<file path="src/sv/bdl_pkg.sv">
// Shared types and constants for the button debouncer with long-press detection.
package bdl_pkg;

  localparam int unsigned CfgWidth         = 16;
  localparam int unsigned TimerWidthDef    = 16;
  localparam logic [CfgWidth-1:0] DebounceRst  = 16'd10;
  localparam logic [CfgWidth-1:0] LongpressRst = 16'd500;

  typedef enum logic [0:0] {
    CFG_DEBOUNCE  = 1'b0,
    CFG_LONGPRESS = 1'b1
  } cfg_reg_e;

  typedef struct packed {
    logic level;
    logic clear_press;
    logic clear_long;
  } in_t;

  typedef struct packed {
    logic stable_level;
    logic press_event;
    logic long_event;
  } out_t;

  // Control from the debounce core to one countdown timer.
  typedef struct packed {
    logic step;
    logic load;
    logic cancel;
  } tmr_ctl_t;

  // Status of one countdown timer after this tick's count-down step.
  typedef struct packed {
    logic active;
    logic expired;
  } tmr_sts_t;

endpackage

</file>
<file path="src/sv/bdl_timer.sv">
// Countdown timer with saturating load, used for hold-off and long-press timing.
module bdl_timer
  import bdl_pkg::*;
#(
  parameter int unsigned TIMER_WIDTH = TimerWidthDef
) (
  input  logic                clk_i,
  input  logic                rst_ni,
  input  tmr_ctl_t            ctl_i,
  input  logic [CfgWidth-1:0] load_val_i,
  output tmr_sts_t            sts_o
);

  localparam logic [32:0] MaxW = (33'd1 << TIMER_WIDTH) - 33'd1;

  logic                   active_q, active_d;
  logic [TIMER_WIDTH-1:0] cnt_q, cnt_d;
  logic                   act_t;
  logic [TIMER_WIDTH-1:0] cnt_t;
  logic                   exp_t;
  logic [TIMER_WIDTH-1:0] load_sat;

  always_comb begin
    act_t = active_q;
    cnt_t = cnt_q;
    exp_t = 1'b0;
    if (active_q) begin
      if (cnt_q <= TIMER_WIDTH'(1)) begin
        act_t = 1'b0;
        cnt_t = '0;
        exp_t = 1'b1;
      end else begin
        cnt_t = cnt_q - TIMER_WIDTH'(1);
      end
    end
  end

  // A register value above the largest count saturates.
  assign load_sat = (33'(load_val_i) > MaxW) ? TIMER_WIDTH'(MaxW)
                                             : TIMER_WIDTH'(load_val_i);

  always_comb begin
    active_d = active_q;
    cnt_d    = cnt_q;
    if (ctl_i.step) begin
      active_d = act_t;
      cnt_d    = cnt_t;
      if (ctl_i.load) begin
        active_d = 1'b1;
        cnt_d    = load_sat;
      end else if (ctl_i.cancel) begin
        active_d = 1'b0;
        cnt_d    = '0;
      end
    end
  end

  always_ff @(posedge clk_i or negedge rst_ni) begin
    if (!rst_ni) begin
      active_q <= 1'b0;
      cnt_q    <= '0;
    end else begin
      active_q <= active_d;
      cnt_q    <= cnt_d;
    end
  end

  assign sts_o.active  = act_t;
  assign sts_o.expired = exp_t;

endmodule

</file>
<file path="src/sv/bdl_core.sv">
// Debounce and press-flag state with its two timers, stepped once per tick.
module bdl_core
  import bdl_pkg::*;
#(
  parameter int unsigned TIMER_WIDTH = TimerWidthDef
) (
  input  logic                clk_i,
  input  logic                rst_ni,
  input  logic                step_i,
  input  in_t                 item_i,
  input  logic [CfgWidth-1:0] debounce_ticks_i,
  input  logic [CfgWidth-1:0] longpress_ticks_i,
  output out_t                res_o
);

  logic stable_q, stable_d;
  logic prev_q, prev_d;
  logic short_q, short_d;
  logic long_q, long_d;
  logic skip_q, skip_d;
  logic long_t, skip_t;
  logic changed;

  tmr_ctl_t ho_ctl, lp_ctl;
  tmr_sts_t ho_sts, lp_sts;

  bdl_timer #(.TIMER_WIDTH(TIMER_WIDTH)) u_holdoff (
    .clk_i      (clk_i),
    .rst_ni     (rst_ni),
    .ctl_i      (ho_ctl),
    .load_val_i (debounce_ticks_i),
    .sts_o      (ho_sts)
  );

  bdl_timer #(.TIMER_WIDTH(TIMER_WIDTH)) u_longpress (
    .clk_i      (clk_i),
    .rst_ni     (rst_ni),
    .ctl_i      (lp_ctl),
    .load_val_i (longpress_ticks_i),
    .sts_o      (lp_sts)
  );

  assign changed = item_i.level != prev_q;

  always_comb begin
    long_t   = long_q | lp_sts.expired;
    skip_t   = skip_q | lp_sts.expired;
    stable_d = stable_q;
    short_d  = short_q;
    skip_d   = skip_t;
    ho_ctl   = '{step: step_i, load: 1'b0, cancel: 1'b0};
    lp_ctl   = '{step: step_i, load: 1'b0, cancel: 1'b0};
    if (changed) begin
      if (!ho_sts.active) begin
        stable_d = item_i.level;
        if (item_i.level) begin
          skip_d      = 1'b0;
          lp_ctl.load = 1'b1;
        end else begin
          // A release that ends a long press gives no short press.
          if (!skip_t) begin
            short_d = 1'b1;
          end
          lp_ctl.cancel = 1'b1;
        end
      end
      ho_ctl.load = 1'b1;
    end else if (!ho_sts.active) begin
      stable_d = item_i.level;
    end
    prev_d = item_i.level;

    res_o.stable_level = stable_d;
    res_o.press_event  = short_d | long_t;
    res_o.long_event   = long_t;

    long_d = long_t & ~item_i.clear_long;
    if (item_i.clear_press) begin
      short_d = 1'b0;
    end
  end

  always_ff @(posedge clk_i or negedge rst_ni) begin
    if (!rst_ni) begin
      stable_q <= 1'b0;
      prev_q   <= 1'b0;
      short_q  <= 1'b0;
      long_q   <= 1'b0;
      skip_q   <= 1'b0;
    end else if (step_i) begin
      stable_q <= stable_d;
      prev_q   <= prev_d;
      short_q  <= short_d;
      long_q   <= long_d;
      skip_q   <= skip_d;
    end
  end

endmodule

</file>
<file path="src/sv/button_debounce_longpress_unit.sv">
// Top level of the button debouncer with long-press detection.
//
//   channel  | direction | handshake               | payload
//   ---------+-----------+-------------------------+---------------------------
//   tick in  | input     | in_valid_i / in_stall_o | in_data_i  (in_t)
//   result   | output    | out_valid_o/ out_stall_i| out_data_o (out_t)
//   config   | input     | cfg_we_i                | cfg_idx_i, cfg_wdata_i
//
// A tick beat is registered on entry and processed once it can advance, where the
// state and both timers update and the result beat is registered, so a result beat
// is offered from the output register after its tick leaves the input register,
// and one beat is taken every cycle while the output is not stalled.
// The output register lets a new tick enter while a result still waits.
// Reset clears all state and loads the register defaults of 10 and 500 ticks.
module button_debounce_longpress_unit
  import bdl_pkg::*;
#(
  parameter int unsigned TIMER_WIDTH = TimerWidthDef
) (
  input  logic                clk_i,
  input  logic                rst_ni,
  input  logic                in_valid_i,
  output logic                in_stall_o,
  input  in_t                 in_data_i,
  output logic                out_valid_o,
  input  logic                out_stall_i,
  output out_t                out_data_o,
  input  logic                cfg_we_i,
  input  cfg_reg_e            cfg_idx_i,
  input  logic [CfgWidth-1:0] cfg_wdata_i
);

  logic [CfgWidth-1:0] debounce_q, longpress_q;
  logic in_vld_q;
  in_t  in_q;
  logic out_vld_q;
  out_t out_q;
  logic adv;
  out_t res;

  always_ff @(posedge clk_i or negedge rst_ni) begin
    if (!rst_ni) begin
      debounce_q  <= DebounceRst;
      longpress_q <= LongpressRst;
    end else if (cfg_we_i) begin
      case (cfg_idx_i)
        CFG_DEBOUNCE:  debounce_q  <= cfg_wdata_i;
        CFG_LONGPRESS: longpress_q <= cfg_wdata_i;
        default: ;
      endcase
    end
  end

  // The staged tick moves on when the result register is free or being drained.
  assign adv        = in_vld_q && (!out_vld_q || !out_stall_i);
  assign in_stall_o = in_vld_q && !adv;

  always_ff @(posedge clk_i or negedge rst_ni) begin
    if (!rst_ni) begin
      in_vld_q <= 1'b0;
    end else if (!in_stall_o) begin
      in_vld_q <= in_valid_i;
    end
  end

  always_ff @(posedge clk_i) begin
    if (in_valid_i && !in_stall_o) begin
      in_q <= in_data_i;
    end
  end

  bdl_core #(.TIMER_WIDTH(TIMER_WIDTH)) u_core (
    .clk_i             (clk_i),
    .rst_ni            (rst_ni),
    .step_i            (adv),
    .item_i            (in_q),
    .debounce_ticks_i  (debounce_q),
    .longpress_ticks_i (longpress_q),
    .res_o             (res)
  );

  always_ff @(posedge clk_i or negedge rst_ni) begin
    if (!rst_ni) begin
      out_vld_q <= 1'b0;
    end else if (adv) begin
      out_vld_q <= 1'b1;
    end else if (!out_stall_i) begin
      out_vld_q <= 1'b0;
    end
  end

  always_ff @(posedge clk_i) begin
    if (adv) begin
      out_q <= res;
    end
  end

  assign out_valid_o = out_vld_q;
  assign out_data_o  = out_q;

  a_long_implies_press: assert property (@(posedge clk_i) disable iff (!rst_ni)
    out_valid_o |-> (!out_data_o.long_event || out_data_o.press_event))
    else $error("long_event reported without press_event");

  a_stall_only_when_full: assert property (@(posedge clk_i) disable iff (!rst_ni)
    in_stall_o |-> in_vld_q)
    else $error("input stalled while the input stage is empty");

  a_step_gives_result: assert property (@(posedge clk_i) disable iff (!rst_ni)
    adv |=> out_vld_q)
    else $error("processed tick produced no result beat");

endmodule

</file>
<file path="config.mk">
export PLATFORM = sky130hd
export DESIGN_NAME = button_debounce_longpress_unit
export DESIGN_NICKNAME = d
export VERILOG_FILES = /design/src/sv/bdl_pkg.sv /design/src/sv/bdl_timer.sv /design/src/sv/bdl_core.sv /design/src/sv/button_debounce_longpress_unit.sv
export SDC_FILE = /design/constraint.sdc
export NUM_CORES = 1
export LEC_CHECK = 0
export BUFFER_PORTS_ARGS = -buffer_cell sky130_fd_sc_hd__buf_2
export CAP_MARGIN = 10
export CORE_AREA = 10 10 111 113
export DETAILED_ROUTE_END_ITERATION = 12
export DIE_AREA = 0 0 121 123
export HOLD_SLACK_MARGIN = 0.06
export PLACE_DENSITY = 0.58
export SETUP_SLACK_MARGIN = 0.4
export SYNTH_ARGS = -nofsm -noshare
export SYNTH_HDL_FRONTEND = slang
export SYNTH_SLANG_ARGS = --single-unit
</file>
<file path="constraint.sdc">
create_clock -name clk_i -period 2.5 [get_ports clk_i]
set_input_delay 0.125 -clock clk_i [delete_from_list [all_inputs] [get_ports clk_i]]
set_output_delay 0.125 -clock clk_i [all_outputs]
set_load 0.01 [all_outputs]
</file>
[After elaboration in Yosys (flattened, before gate mapping)]
Index checks and enable logic that the tools add are counted.
Storage, ports and cells
  bits in registers: 79
  output and inout port bits: 5
Cells by class
  equality and inequality tests: 2
  $add $sub $neg: 2
  bitwise operators: 6
  mux-type cells: 32
  order comparisons: 2
  reductions and logical operators: 14
Operator list (count)
  16-bit two-way mux: 7
  16-bit by 1-bit less-or-equal comparator with 1-bit output (second input constant): 2
  16-bit by 1-bit subtractor with 16-bit output (second input constant): 2
  1-bit two-way mux: 23
  2-bit AND reduction: 4
  1-bit zero test: 4
  2-bit two-way mux: 2
  1-bit logical AND: 3
  1-bit OR: 3
  3-bit nonzero test: 1
  2-bit by 1-bit inequality test with 1-bit output (second input constant): 1
  1-bit inverter: 2
  2-bit nonzero test: 1
  1-bit AND: 1
  1-bit logical OR: 1
  1-bit inequality test: 1

[Logic depth before layout (Yosys ltp)]
  word-level depth: 9
  depth in mapped cells: 9
  depth with buffers taken out: 8

[Hierarchy]
A second synthesis with hierarchy kept.
Second synthesis, totals
  cell total of the unflattened synthesis: 370
  area, all modules: 4122.7 um^2
By module, submodules not included
  button_debounce_longpress_unit: area each 1524.0 um^2, sequential area each 1041.0 um^2, times used 1, cells an instance 83
  bdl_timer (u_core.u_holdoff): area each 1168.6 um^2, sequential area each 425.4 um^2, times used 1, cells an instance 133
  bdl_timer (u_core.u_longpress): area each 1148.6 um^2, sequential area each 425.4 um^2, times used 1, cells an instance 129
  bdl_core: area each 281.5 um^2, sequential area each 125.1 um^2, times used 1, cells an instance 25

[Worst setup path before layout]
Ideal clock, no wire load.
  path kind: register to register
  from: register u_core.u_holdoff.cnt_q[4]
  to: register u_core.u_longpress.cnt_q[5]
  slack: 323 ps
  period minus slack after synthesis: 2177 ps
  data arrival time: 2051 ps
  cell stages (with the launch flop): 7
  required time: 2374 ps
  path through: dfrtp_1 nor4_4 or4b_4 o21ai_4 nand2_1 a21o_1 a221o_1
Between the ends
  longest elaborated chain between the ends: 7
  elaborated cells on any way between the ends: 9
  classes of those cells: 1 x order compare; 6 x mux; 2 x reduce/logical
RTL lines
  from (decl): RTL line bdl_timer.sv:17  | logic [TIMER_WIDTH-1:0] cnt_q, cnt_d;
  from (signal assigned): RTL line bdl_timer.sv:64  | cnt_q <= cnt_d;
  16-bit by 1-bit less-or-equal comparator with 1-bit output (*): RTL line bdl_timer.sv:28  | if (cnt_q <= TIMER_WIDTH'(1)) begin
  1-bit two-way mux (*): RTL line bdl_timer.sv:28
  1-bit two-way mux (*): RTL line bdl_timer.sv:27  | if (active_q) begin
  2-bit two-way mux (*): RTL line bdl_core.sv:54  | if (!ho_sts.active) begin
  2-bit two-way mux (*): RTL line bdl_core.sv:53  | if (changed) begin
  3-bit nonzero test (no line) or 16-bit two-way mux (tied branches)
  2-bit AND reduction (no line) or 16-bit two-way mux (tied branches)
  to (signal assigned): RTL line bdl_timer.sv:64
  to (decl): RTL line bdl_timer.sv:17
Every way passes the cells marked *; elsewhere a longest branch is shown, timed or not.
A chain may end at the register's enable or synchronous reset.

[Worst setup path after layout]
  from: register u_core.u_holdoff.cnt_q[5]
  to: register u_core.u_longpress.cnt_q[5]
The elaborated chain is that of the path after synthesis.

==> results.yml <==
outcome:
  outcome: "finished, final reports clean"
sta:
  finalCriticalPeriod_ns: 2.213
  finalCritPeriodShare: 0.8853
  relSlewSlack: 0.5461
  rsz0062_at_grt: "yes"
  fin_hold_ws_ns: 0.3234
  setup_tns_ns: 0
  slew_viol_final: 0
  finalSetupViolCount: 0
  fmax_mhz: 451.8
  finalClockSkew_ns: 0.007820
  tightest_slew_ns: 0.6793
  finalHoldViolations: 0
clock_network:
  clk_latency_ns: 0.36
  path_clk_slew_ns: 0.09
  cts_tree: "built"
  cts-root-buf: "clkbuf_8"
  cts_sinks: 79
  numCtsBuffers: 9
  htree_levels: 3
  clockBufferDepth: 2
grt:
  grt_max_degree: 74
  first_global_vias: 3405
  antenna_found_initial: 0
  overflow: 0
  grt_pass1_wl_mm: 17.89
  grt_usage: 0.1497
power_and_ir_drop:
  swShare: 0.3520
  clock_power_share: 0.259
  p_switching_mw: 1.491
  max-vdd-ir-drop_mv: 0.4506
  cell_internal_pwr_mw: 2.745
  p_seq_frac: 0.447
  power_density_mw_per_mm2: 821.2
  combPwrFrac: 0.294
  p_leak_nw: 2.143
drt:
  vias_per_cell: 5.571
  first_pass_iters: 5
  avgRoutedWirePerCell_um: 17.73
  drt_wl_total_mm: 10.94
  drc: 0
  postRouteAntennaNets: 0
  drt_iter0_drc: 271
  via_count: 3437
synthesis:
  yosysSeqAreaShare: 0.5047
  synth.distinct_cells: 60
  postSynthAreaPerCell_um2: 10.14
  netlist_area_mm2: 0.003996
  synth_fp_nets: 423
  synth_top_flop_cell: "dfrtp_1"
  yosys_register_bits: 79
  syn-instance-count: 394
  yosys_warnings: 0
  synth_edf_count: 6
  async_flop_share: 0.9241
floorplan:
  io-pin-count: 30
  die_y_um: 123
  initial_core_util: 0.3942
  rows: 37
  coreArea_mm2: 0.01014
  die_width_um: 121
  dieArea_mm2: 0.01488
critical_path:
  critical_path_class: "reg2reg"
  rrSetupSlack_ns: 0.29
  cpMaxStageDelayCell: "or4b_4"
  cp.arrival_ns: 2.46
  worstPathMaxFanout: 10
  cp_cell_sequence: "nor4_4 -> or4b_4 -> o21ai_4 -> buf_12 -> nand2_2 -> a21o_1 -> a221o_1"
  slowest_delay_ns: 0.54
  start_kind: "flip-flop"
  end_kind: "flip-flop"
  crit_required_ns: 2.75
hold_path:
  hold_path.class: "in2async"
layout:
  drive_gt1_frac: 0.3264
  n_antenna_cell: 0
  fill_cells: 924
  fin_nets: 505
  area_growth_pct: 29.09
placement:
  io_buffers: 29
  dp_hpwl_mm: 7.196
  gp_congestion: 0.8653
flow_run:
  maxCapViolCount: 0
-- metal layers --
layer  routed length (um)  up-vias  global-route usage
met5                    0        -                   0
li1                     -     1624                   -
met1                 5231     1709              0.2081
met4                  141        0             0.05581
met2                 5053       94              0.2262
met3                  513       10             0.02871
-- state kept, by name (all words and copies together), names as in the netlist, 3 cells and up --
name and count:
longpress_q 16, debounce_q 16, out_data_o 3, u_core.u_holdoff.cnt_q 16, u_core.u_longpress.cnt_q 16, in_q 3
-- timing repair --
action | 4_1_cts | 5_1_grt
hold buffers | 22 | 0
hold endpoints to repair | 102 | 0
buffers inserted | 11 | 6
pin swaps | 3 | 8
setup endpoints to repair | 39 | 38
resized for setup | 10 | 21
-- layout make-up --
type                       count  area, um2  area share
clock buffer                  10      127.6     0.02474
clock inverter                 6      92.59     0.01795
inverter                      10      37.54    0.007276
multi-input combinational    285       2007      0.3890
sequential                    79       2018      0.3912
tap                          136      170.2     0.03299
timing repair buffer          91      705.7      0.1368
-- Yosys cell counts (5+ instances only) --
| cell | instances | area share |
|---|---|---|
| or3_1 | 6 | 0.0094 |
| nor2_1 | 26 | 0.024 |
| mux2_2 | 33 | 0.093 |
| nand2_1 | 42 | 0.039 |
| nand3_1 | 9 | 0.011 |
| nand2b_1 | 5 | 0.0078 |
| o211ai_1 | 5 | 0.0094 |
| nor3_1 | 13 | 0.016 |
| a22oi_1 | 6 | 0.011 |
| nor4_1 | 6 | 0.0094 |
| dfstp_2 | 8 | 0.053 |
| and3_1 | 5 | 0.0078 |
| edfxtp_1 | 6 | 0.045 |
| a32oi_1 | 6 | 0.013 |
| nand4_1 | 6 | 0.0094 |
| a21oi_1 | 22 | 0.028 |
| inv_1 | 10 | 0.0094 |
| dfrtp_1 | 65 | 0.41 |
| clkbuf_1 | 11 | 0.010 |
| o21ai_0 | 33 | 0.041 |
| buf_2 | 6 | 0.0075 |
| o21ai_1 | 6 | 0.0075 |
-- per-stage QoR --
| stage | power, mW | cells | area (um2) | worst slack [ns] | util |
|---|---|---|---|---|---|
| 6_report | 4.236 | 617 | 5159 | 0.2867 | 0.5088 |
| 5_1_grt | 4.491 | 617 | 5159 | 0.2058 | 0.5088 |
| 4_1_cts | 4.128 | 611 | 5005 | 0.2596 | 0.4936 |
| 3_5_place_dp | 2.896 | 562 | 4418 | 0.09854 | 0.4358 |
| 3_3_place_gp | 2.872 | 562 | 4418 | 0.1730 | 0.4358 |
| 2_1_floorplan | 2.521 | 394 | 4004 | 0.3445 | - |
-- cells in the final DEF, fill, tap and decap left out, types with 3 or more instances in the layout --
cell / synthesis / routed
mux2_2: 33 / 33
nand3_1: 9 / 9
buf_2: 6 / 29
nand4_1: 6 / 6
buf_4: 1 / 34
and3_1: 5 / 4
nor2b_1: 3 / 3
nor3_1: 13 / 11
o311ai_1: 3 / 3
o21ai_1: 6 / 6
buf_6: 1 / 4
o2bb2ai_1: 4 / 4
a21oi_1: 22 / 22
dfstp_2: 8 / 8
dlygate4sd3_1: 0 / 22
or2_2: 3 / 3
a22oi_1: 6 / 6
a31oi_1: 4 / 4
o211ai_1: 5 / 5
o21ai_0: 33 / 33
a32oi_1: 6 / 6
nand2b_1: 5 / 5
nor4_1: 6 / 5
nor2_1: 26 / 25
inv_1: 10 / 8
clkbuf_8: 0 / 9
edfxtp_1: 6 / 6
nand2_1: 42 / 40
dfrtp_1: 65 / 64
or3_1: 6 / 5
-- critical path: cells and delay by family, from the launching register on --
kind	cells	cell delay [ns]
compound gates	3	0.62
buf+inv	1	0.15
flops	1	0.44
simple gates	3	0.87
-- power groups by stage --
stage	Combinational [mW]	Sequential, mW	Clock, mW
6_report	1.25	1.89	1.10
5_1_grt	1.39	1.94	1.17
4_1_cts	1.15	1.86	1.12
3_5_place_dp	0.993	1.90	0
3_3_place_gp	0.976	1.90	0
2_1_floorplan	0.711	1.81	0
-- path summary, 6_finish.rpt --
kind                       cells after the start                                   from                                        to
min in group clk_i                             4                              cfg_idx_i                debounce_q[14]$_DFFE_PN0P_
setup / recovery                               7  u_core.u_holdoff.cnt_q[5]$_DFFE_PN0P_   u_core.u_longpress.cnt_q[5]$_DFFE_PN0P_
hold reg to reg                                1                      in_q[0]$_DFFE_PP_                 u_core.long_q$_DFFE_PN0P_
hold / removal                                 3                                 rst_ni  u_core.u_longpress.cnt_q[13]$_DFFE_PN0P_
max in group asynchronous                      3                                 rst_ni                longpress_q[8]$_DFFE_PN1P_
setup reg to reg                               7  u_core.u_holdoff.cnt_q[5]$_DFFE_PN0P_   u_core.u_longpress.cnt_q[5]$_DFFE_PN0P_
-- cell families (layout without fill, tap and decap cells) --
| logic type | Yosys count | count (layout) | share of synthesized area |
|---|---|---|---|
| compound gates | 113 | 113 | 0.1860 |
| xor+xnor | 2 | 2 | 0.004384 |
| fa+ha+maj | 4 | 4 | 0.01252 |
| buf+inv | 30 | 117 | 0.03288 |
| flops | 79 | 79 | 0.5047 |
| mux | 33 | 33 | 0.09299 |
| simple gates | 133 | 133 | 0.1666 |
No activity file was read; power rests on OpenSTA's default activity.
